==> src/hw/rtl/assert_macros.svh <==
`ifndef ASSERT_MACROS_SVH
`define ASSERT_MACROS_SVH

// Condition that holds at every clock edge out of reset.
`define PTW_ASSERT(label, cond, msg) \
    label: assert property (@(posedge clk) disable iff (!rst_n) (cond)) else $error(msg);

// Implication checked at the same edge.
`define PTW_ASSERT_IMPL(label, ante, cons, msg) \
    label: assert property (@(posedge clk) disable iff (!rst_n) (ante) |-> (cons)) \
        else $error(msg);

`endif

==> src/hw/rtl/ptw_pkg.sv <==
`timescale 1ns / 1ps
`default_nettype none

package ptw_pkg;

    localparam int ENTRY_W  = 64;
    localparam int VA_W     = 48;
    localparam int PA_W     = 52;
    localparam int STATUS_W = 2;
    localparam int LEVEL_W  = 3;
    localparam int IDX_W    = 9;
    localparam int WIDX_W   = 12;
    localparam int CFG_W    = 3;

    localparam logic OP_WRITE     = 1'b0;
    localparam logic OP_TRANSLATE = 1'b1;

    localparam logic [STATUS_W-1:0] STATUS_OK       = 2'd0;
    localparam logic [STATUS_W-1:0] STATUS_ABSENT   = 2'd1;
    localparam logic [STATUS_W-1:0] STATUS_OUTSIDE  = 2'd2;

    localparam logic REG_ROOT_TABLE  = 1'b0;
    localparam logic REG_START_LEVEL = 1'b1;

    localparam logic [CFG_W-1:0] ROOT_RESET  = 3'd0;
    localparam logic [CFG_W-1:0] LEVEL_RESET = 3'd4;

    localparam int PRESENT_BIT = 0;
    localparam int SIZE_BIT    = 7;

    typedef enum logic [2:0] {
        ST_IDLE = 3'b001,
        ST_WALK = 3'b010,
        ST_HOLD = 3'b100
    } walk_state_t;

    // 9-bit table index for a level: bits 12+9*(level-1) and up
    function automatic logic [IDX_W-1:0] level_index(input logic [VA_W-1:0] va,
                                                     input logic [LEVEL_W-1:0] lvl);
        logic [IDX_W-1:0] idx;
        unique case (lvl)
            3'd1:    idx = va[20:12];
            3'd2:    idx = va[29:21];
            3'd3:    idx = va[38:30];
            default: idx = va[47:39];
        endcase
        return idx;
    endfunction

    // frame bits of the leaf entry with the page offset merged in
    function automatic logic [PA_W-1:0] leaf_address(input logic [ENTRY_W-1:0] entry,
                                                     input logic [VA_W-1:0] va,
                                                     input logic [LEVEL_W-1:0] lvl);
        logic [PA_W-1:0] pa;
        unique case (lvl)
            3'd2:    pa = {entry[51:21], va[20:0]};
            3'd3:    pa = {entry[51:30], va[29:0]};
            default: pa = {entry[51:12], va[11:0]};
        endcase
        return pa;
    endfunction

endpackage

`default_nettype wire

==> src/hw/rtl/ptw_walker.sv <==
`timescale 1ns / 1ps
`default_nettype none

module ptw_walker #(
    parameter int TABLE_COUNT = 8
) (
    input  wire logic                                   clk,
    input  wire logic                                   rst_n,
    input  wire logic [ptw_pkg::CFG_W-1:0]              root_table,
    input  wire logic [ptw_pkg::CFG_W-1:0]              start_level,
    input  wire logic                                   in_valid,
    output logic                                        in_ready,
    input  wire logic                                   operation,
    input  wire logic [ptw_pkg::WIDX_W-1:0]             entry_index,
    input  wire logic [ptw_pkg::ENTRY_W-1:0]            entry_value,
    input  wire logic [ptw_pkg::VA_W-1:0]               virtual_address,
    output logic                                        out_valid,
    input  wire logic                                   out_ready,
    output logic      [ptw_pkg::PA_W-1:0]               physical_address,
    output logic      [ptw_pkg::STATUS_W-1:0]           status,
    output logic      [ptw_pkg::LEVEL_W-1:0]            leaf_level,
    input  wire logic                                   clr_busy,
    output logic                                        mem_wr_en,
    output logic      [$clog2(TABLE_COUNT)+9-1:0]       mem_wr_addr,
    output logic      [ptw_pkg::ENTRY_W-1:0]            mem_wr_data,
    output logic                                        mem_rd_en,
    output logic      [$clog2(TABLE_COUNT)+9-1:0]       mem_rd_addr,
    input  wire logic [ptw_pkg::ENTRY_W-1:0]            mem_rd_data
);
    import ptw_pkg::*;

    localparam int TW      = $clog2(TABLE_COUNT);
    localparam int AW      = TW + IDX_W;
    localparam int WIDE_W  = 16;
    localparam int FRAME_W = PA_W - 12;

    walk_state_t         state_reg, state_next;
    logic [VA_W-1:0]     va_reg, va_next;
    logic [LEVEL_W-1:0]  lvl_reg, lvl_next;
    logic [PA_W-1:0]     hold_pa_reg, hold_pa_next;
    logic [STATUS_W-1:0] hold_status_reg, hold_status_next;
    logic [LEVEL_W-1:0]  hold_level_reg, hold_level_next;
    logic                out_valid_reg, out_valid_next;
    logic [PA_W-1:0]     out_pa_reg, out_pa_next;
    logic [STATUS_W-1:0] out_status_reg, out_status_next;
    logic [LEVEL_W-1:0]  out_level_reg, out_level_next;

    logic                accept;
    logic                slot_free;
    logic                done;
    logic [PA_W-1:0]     res_pa;
    logic [STATUS_W-1:0] res_status;
    logic [LEVEL_W-1:0]  res_level;
    logic [LEVEL_W-1:0]  first_level;
    logic [6:0]          root_wide;
    logic                root_outside;
    logic [WIDE_W-1:0]   wr_word;
    logic                wr_in_range;
    logic [FRAME_W-1:0]  next_frame;
    logic                entry_present;
    logic                entry_leaf;
    logic                frame_outside;

    assign in_ready  = (state_reg == ST_IDLE) && !clr_busy;
    assign accept    = in_valid && in_ready;
    assign slot_free = !out_valid_reg || out_ready;

    // clamp the start level into 1..4
    assign first_level = (start_level == 3'd0) ? 3'd1 :
                         (start_level > 3'd4)  ? 3'd4 : start_level;
    assign root_wide    = {4'b0, root_table};
    assign root_outside = root_wide >= 7'(TABLE_COUNT);

    assign wr_word     = {{(WIDE_W - WIDX_W){1'b0}}, entry_index};
    assign wr_in_range = wr_word < WIDE_W'(TABLE_COUNT * 512);
    assign mem_wr_addr = wr_word[AW-1:0];
    assign mem_wr_data = entry_value;

    assign next_frame    = mem_rd_data[PA_W-1:12];
    assign entry_present = mem_rd_data[PRESENT_BIT];
    assign entry_leaf    = (lvl_reg == 3'd1) || ((lvl_reg != 3'd4) && mem_rd_data[SIZE_BIT]);
    assign frame_outside = next_frame >= FRAME_W'(TABLE_COUNT);

    always_comb begin
        state_next       = state_reg;
        va_next          = va_reg;
        lvl_next         = lvl_reg;
        hold_pa_next     = hold_pa_reg;
        hold_status_next = hold_status_reg;
        hold_level_next  = hold_level_reg;
        out_valid_next   = out_valid_reg && !out_ready;
        out_pa_next      = out_pa_reg;
        out_status_next  = out_status_reg;
        out_level_next   = out_level_reg;
        done             = 1'b0;
        res_pa           = '0;
        res_status       = STATUS_OK;
        res_level        = '0;
        mem_wr_en        = 1'b0;
        mem_rd_en        = 1'b0;
        mem_rd_addr      = '0;

        unique case (state_reg)
            ST_IDLE:
            begin
                if (accept)
                begin
                    if (operation == OP_WRITE)
                    begin
                        mem_wr_en = wr_in_range;
                        done      = 1'b1;
                    end
                    else
                    begin
                        va_next  = virtual_address;
                        lvl_next = first_level;
                        if (root_outside)
                        begin
                            done       = 1'b1;
                            res_status = STATUS_OUTSIDE;
                            res_level  = first_level;
                        end
                        else
                        begin
                            mem_rd_en   = 1'b1;
                            mem_rd_addr = {root_wide[TW-1:0],
                                           level_index(virtual_address, first_level)};
                            state_next  = ST_WALK;
                        end
                    end
                end
            end
            ST_WALK:
            begin
                // entry of the current level is on the read port
                if (!entry_present)
                begin
                    done       = 1'b1;
                    res_status = STATUS_ABSENT;
                    res_level  = lvl_reg;
                end
                else if (entry_leaf)
                begin
                    done      = 1'b1;
                    res_pa    = leaf_address(mem_rd_data, va_reg, lvl_reg);
                    res_level = lvl_reg;
                end
                else if (frame_outside)
                begin
                    done       = 1'b1;
                    res_status = STATUS_OUTSIDE;
                    res_level  = lvl_reg;
                end
                else
                begin
                    lvl_next    = lvl_reg - 3'd1;
                    mem_rd_en   = 1'b1;
                    mem_rd_addr = {next_frame[TW-1:0], level_index(va_reg, lvl_reg - 3'd1)};
                end
            end
            ST_HOLD:
            begin
                if (slot_free)
                begin
                    out_valid_next  = 1'b1;
                    out_pa_next     = hold_pa_reg;
                    out_status_next = hold_status_reg;
                    out_level_next  = hold_level_reg;
                    state_next      = ST_IDLE;
                end
            end
            default: state_next = ST_IDLE;
        endcase

        // hand the result to the output word, or park it until the slot drains
        if (done)
        begin
            if (slot_free)
            begin
                out_valid_next  = 1'b1;
                out_pa_next     = res_pa;
                out_status_next = res_status;
                out_level_next  = res_level;
                state_next      = ST_IDLE;
            end
            else
            begin
                hold_pa_next     = res_pa;
                hold_status_next = res_status;
                hold_level_next  = res_level;
                state_next       = ST_HOLD;
            end
        end
    end

    always_ff @(posedge clk or negedge rst_n)
    begin
        if (!rst_n)
        begin
            state_reg     <= ST_IDLE;
            out_valid_reg <= 1'b0;
        end
        else
        begin
            state_reg     <= state_next;
            out_valid_reg <= out_valid_next;
        end
    end

    always_ff @(posedge clk)
    begin
        va_reg          <= va_next;
        lvl_reg         <= lvl_next;
        hold_pa_reg     <= hold_pa_next;
        hold_status_reg <= hold_status_next;
        hold_level_reg  <= hold_level_next;
        out_pa_reg      <= out_pa_next;
        out_status_reg  <= out_status_next;
        out_level_reg   <= out_level_next;
    end

    assign out_valid        = out_valid_reg;
    assign physical_address = out_pa_reg;
    assign status           = out_status_reg;
    assign leaf_level       = out_level_reg;

`include "assert_macros.svh"

    `PTW_ASSERT_IMPL(a_hold_means_full, state_reg == ST_HOLD, out_valid_reg, "parked result with empty output")
    `PTW_ASSERT_IMPL(a_walk_level, state_reg == ST_WALK, (lvl_reg >= 3'd1) && (lvl_reg <= 3'd4), "walk level out of range")
    `PTW_ASSERT_IMPL(a_read_only_when_walking, mem_rd_en, !mem_wr_en, "store read and write together")

endmodule

`default_nettype wire

==> config.mk <==
export PLATFORM = sky130hd
export DESIGN_NAME = ptw_walker
export DESIGN_NICKNAME = d
export VERILOG_FILES = /design/src/hw/rtl/ptw_pkg.sv /design/src/hw/rtl/ptw_walker.sv
export VERILOG_INCLUDE_DIRS = /design/src /design/src/hw/rtl
export SDC_FILE = /design/constraint.sdc
export NUM_CORES = 1
export LEC_CHECK = 0
export ABC_AREA = 1
export BUFFER_PORTS_ARGS = -buffer_cell sky130_fd_sc_hd__buf_2
export CAP_MARGIN = 20
export CORE_ASPECT_RATIO = 1.25
export CORE_MARGIN = 4
export CORE_UTILIZATION = 45
export CTS_CLUSTER_DIAMETER = 60
export DETAILED_ROUTE_END_ITERATION = 12
export PLACE_DENSITY_LB_ADDON = 0.05
export SETUP_SLACK_MARGIN = 0.05
export SYNTH_ARGS = -nofsm -noshare
export SYNTH_HDL_FRONTEND = slang
export SYNTH_SLANG_ARGS = --single-unit
==> constraint.sdc <==
create_clock -name clk -period 3.59 [get_ports clk]
set_input_delay 0.5385 -clock clk [delete_from_list [all_inputs] [get_ports clk]]
set_output_delay 0.5385 -clock clk [all_outputs]
set_load 0.01 [all_outputs]
**After elaboration in Yosys (flattened, before gate mapping)**

Index checks and enable logic that the tools add are counted.

- Magnitude comparators: 4
- Bitwise logic cells: 1
- Add/subtract/negate cells: 1
- Multiplexer cells: 75
- Equal/unequal tests: 23
- Reductions and logical operators: 15

Operators with widths:

| cell | number |
|---|---|
| 52-bit two-way mux | 7 |
| 12-bit two-way mux | 6 |
| 3-bit two-way mux | 23 |
| 30-bit case mux with 2 select lines | 1 |
| 9-bit case mux with 3 select lines | 2 |
| 40-bit by 4-bit >= comparator with 1-bit output (second input constant) | 1 |
| 12-bit case mux with 2 select lines | 1 |
| 3-bit by 2-bit == test with 1-bit output (second input constant) | 7 |
| 2-bit two-way mux | 10 |
| 1-bit two-way mux | 19 |
| 3-bit != test (second input constant) | 5 |
| 12-bit by 13-bit < comparator with 1-bit output (second input constant) | 1 |
| 3-bit by 1-bit == test with 1-bit output (second input constant) | 4 |
| 2-bit != test (second input constant) | 6 |
| 3-bit case mux with 2 select lines | 2 |
| 3-bit case mux with 3 select lines | 1 |
| 6-bit AND reduction | 1 |
| 5-bit AND reduction | 1 |
| 3-bit by 4-bit >= comparator with 1-bit output (second input constant) | 1 |
| 1-bit logical AND | 4 |
| 1-bit case mux with 2 select lines | 2 |
| 2-bit case mux with 2 select lines | 1 |
| 3-bit == test (second input constant) | 1 |
| 3-bit > comparator (second input constant) | 1 |
| other kinds (8) | 11 |

- Flip-flop bits (word level): 169
- Output and inout port bits: 149
- Word-level logic and storage cells: 129
- Bits of input ports: 200

**Longest topological paths before layout**

Gate-level depths: netlist of the first run.

- Depth in word-level cells: 9
- Mapped depth: 14

**Worst setup path before layout of the first run**

Ideal clock, no wire load.

- Path type: reg2out
- From: register state_reg[0]
- To: output port mem_rd_addr[6]
- Arrival: 2.368 ns
- Cell stages (with the launch flop): 7
- Path buffers: 0
- Setup slack: 0.684 ns
- Path through: dfstp_2 > nand3_2 > nor2_2 > nand3_1 > inv_1 > o211ai_1 > o21ai_1

- Word-level cells in the longest chain between the ends: 5

RTL lines:

| what | RTL line | text |
|---|---|---|
| from (decl) | ptw_walker.sv:37 | `walk_state_t state_reg, state_next;` |
| from (signal assigned) | ptw_walker.sv:205 | `state_reg <= state_next;` |
| 3-bit by 1-bit == test with 1-bit output | ptw_walker.sv:64 | `assign in_ready = (state_reg == ST_IDLE) && !clr_busy;` |
| 1-bit logical AND | ptw_walker.sv:64 |  |
| via in_ready | ptw_walker.sv:12 | `output logic in_ready,` |
| 1-bit logical AND | ptw_walker.sv:65 | `assign accept = in_valid && in_ready;` |
| 12-bit two-way mux | ptw_walker.sv:106 | `if (accept)` |
| 12-bit case mux with 2 select lines | ptw_walker.sv:103 | `unique case (state_reg)` |
| to (decl) | ptw_walker.sv:27 | `output logic [$clog2(TABLE_COUNT)+9-1:0] mem_rd_addr,` |

The timed path passes the listed nets, and every way through them passes these cells.

**Final worst setup path of the first run**

- From: register lvl_reg[0]
- To: output port mem_rd_addr[0]

- Word-level cells in the longest chain between the ends: 7

RTL lines:

| what | RTL line | text |
|---|---|---|
| from (decl) | ptw_walker.sv:39 | `logic [LEVEL_W-1:0] lvl_reg, lvl_next;` |
| from (signal assigned) | ptw_walker.sv:213 | `lvl_reg <= lvl_next;` |
| 3-bit by 1-bit subtractor with 3-bit output | ptw_walker.sv:158 | `mem_rd_addr = {next_frame[TW-1:0], level_index(va_reg, lvl_reg - 3'd1)};` |
| 3-bit by 2-bit == test with 1-bit output or 3-bit by 1-bit == test with 1-bit output (tied branches) | ptw_pkg.sv:41 | `unique case (lvl)` |
| 9-bit case mux with 3 select lines | ptw_pkg.sv:41 |  |
| 12-bit two-way mux | ptw_walker.sv:148 | `else if (frame_outside)` |
| 12-bit two-way mux * | ptw_walker.sv:142 | `else if (entry_leaf)` |
| 12-bit two-way mux * | ptw_walker.sv:136 | `if (!entry_present)` |
| 12-bit case mux with 2 select lines * | ptw_walker.sv:103 |  |

Every way passes the cells marked *; elsewhere a longest branch is shown, timed or not.

==> impl_metrics.json, run 1 <==
{
  "syn_area_per_cell_um2": 9.66,
  "path_depth": 11,
  "clock_latency_ns": 0.42,
  "finalCritPeriodShare": 0.876,
  "io_pins": 349,
  "setup_tns_ns": 0,
  "grt_max_degree": 61,
  "min_path_type": "in2reg",
  "startpoint": "lvl_reg[0]",
  "n_fill_cell": 1669,
  "dp.cells": 1137,
  "reg2regPathDepth": 12,
  "dr_total_vias": 5834,
  "grt_pass1_wl_mm": 31.6,
  "power_leakage_nw": 4.42,
  "final_cell_mix": "251 x nand2_1, 174 x buf_2, 108 x edfxtp_1",
  "hold_viol": 0,
  "dp_hpwl_mm": 14.9,
  "r2r_start": "lvl_reg[0]",
  "fin_ws_ns": 0.444,
  "port_buffers": 174,
  "drt-total-wl_mm": 20.8,
  "cp.required_ns": 3.05,
  "gp_congestion": 0.855,
  "avgViaCountPerCell": 4.99,
  "critPathMaxStageDelay_ns": 0.45,
  "clk_path_buf_depth": 2,
  "cts.sinks": 169,
  "post-route-util": 0.525,
  "clkTransAtPathRegs_ns": 0.06,
  "finalClockSkew_ns": 0.00793,
  "drcViolationCount": 0,
  "power.total_mw": 5.20,
  "critPathTopFamily": "simple AND/OR/NAND/NOR gates",
  "setup_viol_count_final": 0,
  "die_area_um2": 20100,
  "status": "completed",
  "mappedNetlistArea_um2": 8060,
  "rsz0062_at_grt": "no",
  "dpl_cell_area_um2": 8580,
  "worstPathCellList": "inv_1 -> ha_1 -> inv_1 -> nand2_1 -> nand2_1 -> nor2_2 -> nand3_2 -> inv_2 -> nand2_1 -> o21ai_1 -> buf_2",
  "ant_nets": 0,
  "fin_cells": 1170,
  "pre_cts_ws_ns": 0.571,
  "synth.area.top_cells": "edfxtp_1 40%, dfxtp_1 14%, nand2_1 12%",
  "final_nets": 1138,
  "slew_headroom": 0.452,
  "numCtsBuffers": 17,
  "endpoint_kind": "output pin",
  "drt_first_pass_iters": 5,
  "fp.dieW_um": 128,
  "diodes": 0,
  "synthToLayoutAreaGrowth_pct": 14.1,
  "period_minus_slack_ns": 3.15,
  "synth_top_area_share": 0.402,
  "postLayoutCellArea_um2": 9190,
  "hold_slack_ns": 0.292,
  "yosysWarnings": 0,
  "ys_seq_elements": 169,
  "worstMarginPinSlew_ns": 0.823,
  "wl_per_cell_um": 17.8,
  "powerDensity_nw_per_um2": 566,
  "syn-num-nets": 1039,
  "row_count": 54,
  "grt_pass1_vias": 5909,
  "cts_resized": 0,
  "ys_seq_area_frac": 0.557,
  "r2r_setup_slack_ns": 1.07,
  "layout_commonest_cell": "nand2_1",
  "grt_usage": 0.203,
  "postSynthCellCount": 834,
  "slew_viol_final": 0,
  "drv_cap": 0,
  "fmax_mhz": 318,
  "crit_top_cell": "nand2_1",
  "ys_types": 35,
  "grt_overflow": 0,
  "grt_antenna_before_repair": 0,
  "crit_arrival_ns": 2.61,
  "critPathLaunchType": "register",
  "crit_slowest_cell": "edfxtp_1",
  "worstSetupPathType": "reg2out",
  "cts_hold_buf": 1,
  "die_y_um": 158,
  "htreeDepth": 4,
  "drive_above_1_share": 0.303,
  "clock-root-buffer": "clkbuf_16",
  "min_from": "virtual_address[6]",
  "irDropWorstVdd_mv": 0.323,
  "tritoncts": "built",
  "start_util": 0.461,
  "coreArea_um2": 17500,
  "yosysTopAreaCell": "edfxtp_1",
  "endpoint": "mem_rd_addr[0]",
  "cts_setup_buffers": 0,
  "crit_fanout": 11,
  "reg2reg_to": "hold_pa_reg[32]",
  "dr.first_iter.drc_count": 345,
  "worst-path-buf-inv": 4
}
-- cell usage after synthesis (all sizes together) --
cell / count
nand2: 256
dfxtp: 57
edfxtp: 108
ha: 5
mux2: 57
a31oi: 2
clkbuf: 9
nand3: 22
nor2: 84
nand4: 5
dfrtp: 3
dfstp: 1
o211ai: 3
o21ai: 21
and3: 1
buf: 95
a21oi: 24
inv: 59
a221oi: 6
a22oi: 9
nor3: 6
clkinv: 1
-- cells by family after synthesis --
logic type	after synthesis	share of synthesized area
muxes	57	0.0796
DFF	169	0.557
adders and majority gates	5	0.00776
AOI/OAI and AO/OA	65	0.0472
and+or+nand+nor	374	0.191
buffers and inverters	164	0.118
-- how the worst min path moves through the flow --
stage,endpoint,slack (ns),depth (start not counted)
floorplan,out_valid,0.24,0
global placement,out_valid,0.35,1
detailed placement,out_valid,0.35,1
CTS,va_reg[8],0.27,1
global route,va_reg[3],0.27,1
finish,va_reg[6],0.29,1
-- layout make-up --
cell class	instances	area (um^2)	area share
clock buffer	22	485	0.0528
clock inverter	10	115	0.0125
inverter	60	225	0.0245
multi-input combinational	501	2630	0.286
sequential	169	4490	0.488
tap	224	280	0.0305
timing repair buffer	184	973	0.106
-- per-layer routing --
layer | share of wire | global-route usage | up-vias
met5 | 0 | 0.0123 | -
met1 | 0.40 | 0.238 | 2668
met4 | 0.023 | 0.0713 | 0
met2 | 0.49 | 0.346 | 253
li1 | - | - | 2862
met3 | 0.088 | 0.0729 | 51
-- power by group --
group | leakage, nW | switching (mW) | internal, mW
combinational | 2.52 | 0.552 | 0.414
sequential | 1.61 | 0.102 | 2.29
clock | 0.288 | 0.738 | 1.10
Note: power is estimated with default switching activity, not from simulation.
==> run 2: changes to the inputs <==
clock period = 4.1 ns   (was 3.59 ns; I/O delays follow)
==> impl_metrics.json, run 2 (synthesis gave the netlist of run 1 again) <==
{
  "status": "completed",
  "htreeDepth": 4,
  "slew_viol_final": 0,
  "p_sw_mw": 1.25,
  "power_frac_clock": 0.344,
  "grt_antenna_before_repair": 0,
  "ant_nets": 0,
  "cts.sinks": 169,
  "reg2regPathDepth": 12,
  "crit_fanout": 10,
  "min_path_type": "in2reg",
  "layout_commonest_cell": "nand2_1",
  "reg2reg_to": "hold_pa_reg[15]",
  "fp.dieW_um": 128,
  "grt_pass1_wl_mm": 31.5,
  "numCtsBuffers": 17,
  "worstMarginPinSlew_ns": 0.842,
  "period_minus_slack_ns": 3.15,
  "clk_path_buf_depth": 2,
  "min_path_cells": 1,
  "finalCritPeriodShare": 0.768,
  "pwr-share-seq": 0.469,
  "powerDensity_nw_per_um2": 491,
  "clock-root-buffer": "clkbuf_16",
  "dp.cells": 1137,
  "setup_tns_ns": 0,
  "dp_hpwl_mm": 14.9,
  "diodes": 0,
  "clkTransAtPathRegs_ns": 0.06,
  "clock_latency_ns": 0.42,
  "drt-total-wl_mm": 20.8,
  "pre_cts_ws_ns": 0.977,
  "hold_slack_ns": 0.366,
  "drcViolationCount": 0,
  "port_buffers": 174,
  "rsz0062_at_grt": "no",
  "switching_share": 0.278,
  "p_comb_frac": 0.187,
  "hold_viol": 0,
  "cts_resized": 0,
  "fin_cells": 1170,
  "wl_per_cell_um": 17.7,
  "grt_max_degree": 58,
  "fin_ws_ns": 0.952,
  "cp.required_ns": 3.48,
  "worstSetupPathType": "reg2out",
  "critPathLaunchType": "register",
  "irDropWorstVdd_mv": 0.263,
  "die_area_um2": 20100,
  "power_leakage_nw": 4.38,
  "grt_overflow": 0,
  "gp_congestion": 0.849,
  "final_cell_mix": "251 x nand2_1, 174 x buf_2, 108 x edfxtp_1",
  "holdPathEnd": "va_reg[10]",
  "dr_total_vias": 5835,
  "setup_viol_count_final": 0,
  "avgViaCountPerCell": 4.99,
  "endpoint_kind": "output pin",
  "grt_usage": 0.205,
  "min_from": "virtual_address[10]",
  "r2r_start": "lvl_reg[0]",
  "power.total_mw": 4.49,
  "die_y_um": 158,
  "tritoncts": "built",
  "finalClockSkew_ns": 0.00754,
  "coreArea_um2": 17500,
  "n_fill_cell": 1631,
  "row_count": 54,
  "dr.first_iter.drc_count": 383,
  "post-route-util": 0.522,
  "p_int_mw": 3.24,
  "postLayoutCellArea_um2": 9140,
  "start_util": 0.461,
  "r2r_setup_slack_ns": 1.55,
  "crit_arrival_ns": 2.53,
  "slew_headroom": 0.439,
  "fmax_mhz": 318,
  "final_nets": 1138,
  "synthToLayoutAreaGrowth_pct": 13.4,
  "drive_above_1_share": 0.303,
  "io_pins": 349,
  "drv_cap": 0,
  "grt_pass1_vias": 5919,
  "dpl_cell_area_um2": 8560,
  "drt_first_pass_iters": 5
}
## run 2: cell types whose count changed in the layout (fill, tap and decap cells not counted)
cell        before  now
clkinv_2         3    2
clkbuf_8         2    0
bufinv_16        2    1
clkbuf_1         2    0
buf_4            7    9
buf_12           2    0
inv_6            1    3
clkinvlp_4       3    5
clkinv_1         1    3
## run 2: final cells by class
cell class	instances	area (um^2)	area share
sequential	169	4490	0.491
multi-input combinational	501	2630	0.287
timing repair buffer	184	948	0.104
clock buffer	18	450	0.0493
tap	224	280	0.0307
inverter	60	225	0.0247
clock inverter	14	120	0.0131
## run 2: worst max-delay path, cell delays in order, from the launching register on
cell and delay [ns]:
edfxtp_1 0.45, inv_1 0.16, ha_1 0.19, nand2_1 0.08
nand2_1 0.15, nor2_2 0.13, nor3_4 0.45, nand2_1 0.11
nand4_1 0.09, nand3_1 0.08, nand2_1 0.09, buf_2 0.13
## run 2: what timing repair did
item	4_1_cts	5_1_grt
buffers inserted	0	0
hold buffers	1	0
endpoints found under the hold margin	3	0
## run 2: worst max-delay path by stage
stage / endpoint / slack [ns] / startpoint
floorplan: mem_rd_addr[6] / 1.12 / state_reg[0]
global placement: mem_rd_addr[7] / 0.99 / mem_rd_data[29]
finish: mem_rd_addr[4] / 0.95 / lvl_reg[0]
global route: mem_rd_addr[4] / 0.71 / lvl_reg[0]
detailed placement: mem_rd_addr[1] / 0.98 / mem_rd_data[29]
CTS: mem_rd_addr[4] / 0.91 / lvl_reg[0]
## run 2: layer usage
metal / part of all wire / track usage / vias up
li1: - / - / 2865
met1: 0.42 / 0.243 / 2660
met2: 0.47 / 0.336 / 255
met3: 0.084 / 0.0692 / 55
met4: 0.028 / 0.0920 / 0
met5: 0 / 0.0123 / -
## run 2: power groups by stage
stage	Combinational (mW)	Sequential [mW]	Clock, mW
floorplan	0.507	2.20	0
global placement	0.835	2.14	0
detailed placement	0.845	2.14	0
CTS	0.849	2.11	1.58
global route	0.931	2.12	1.65
finish	0.838	2.10	1.54
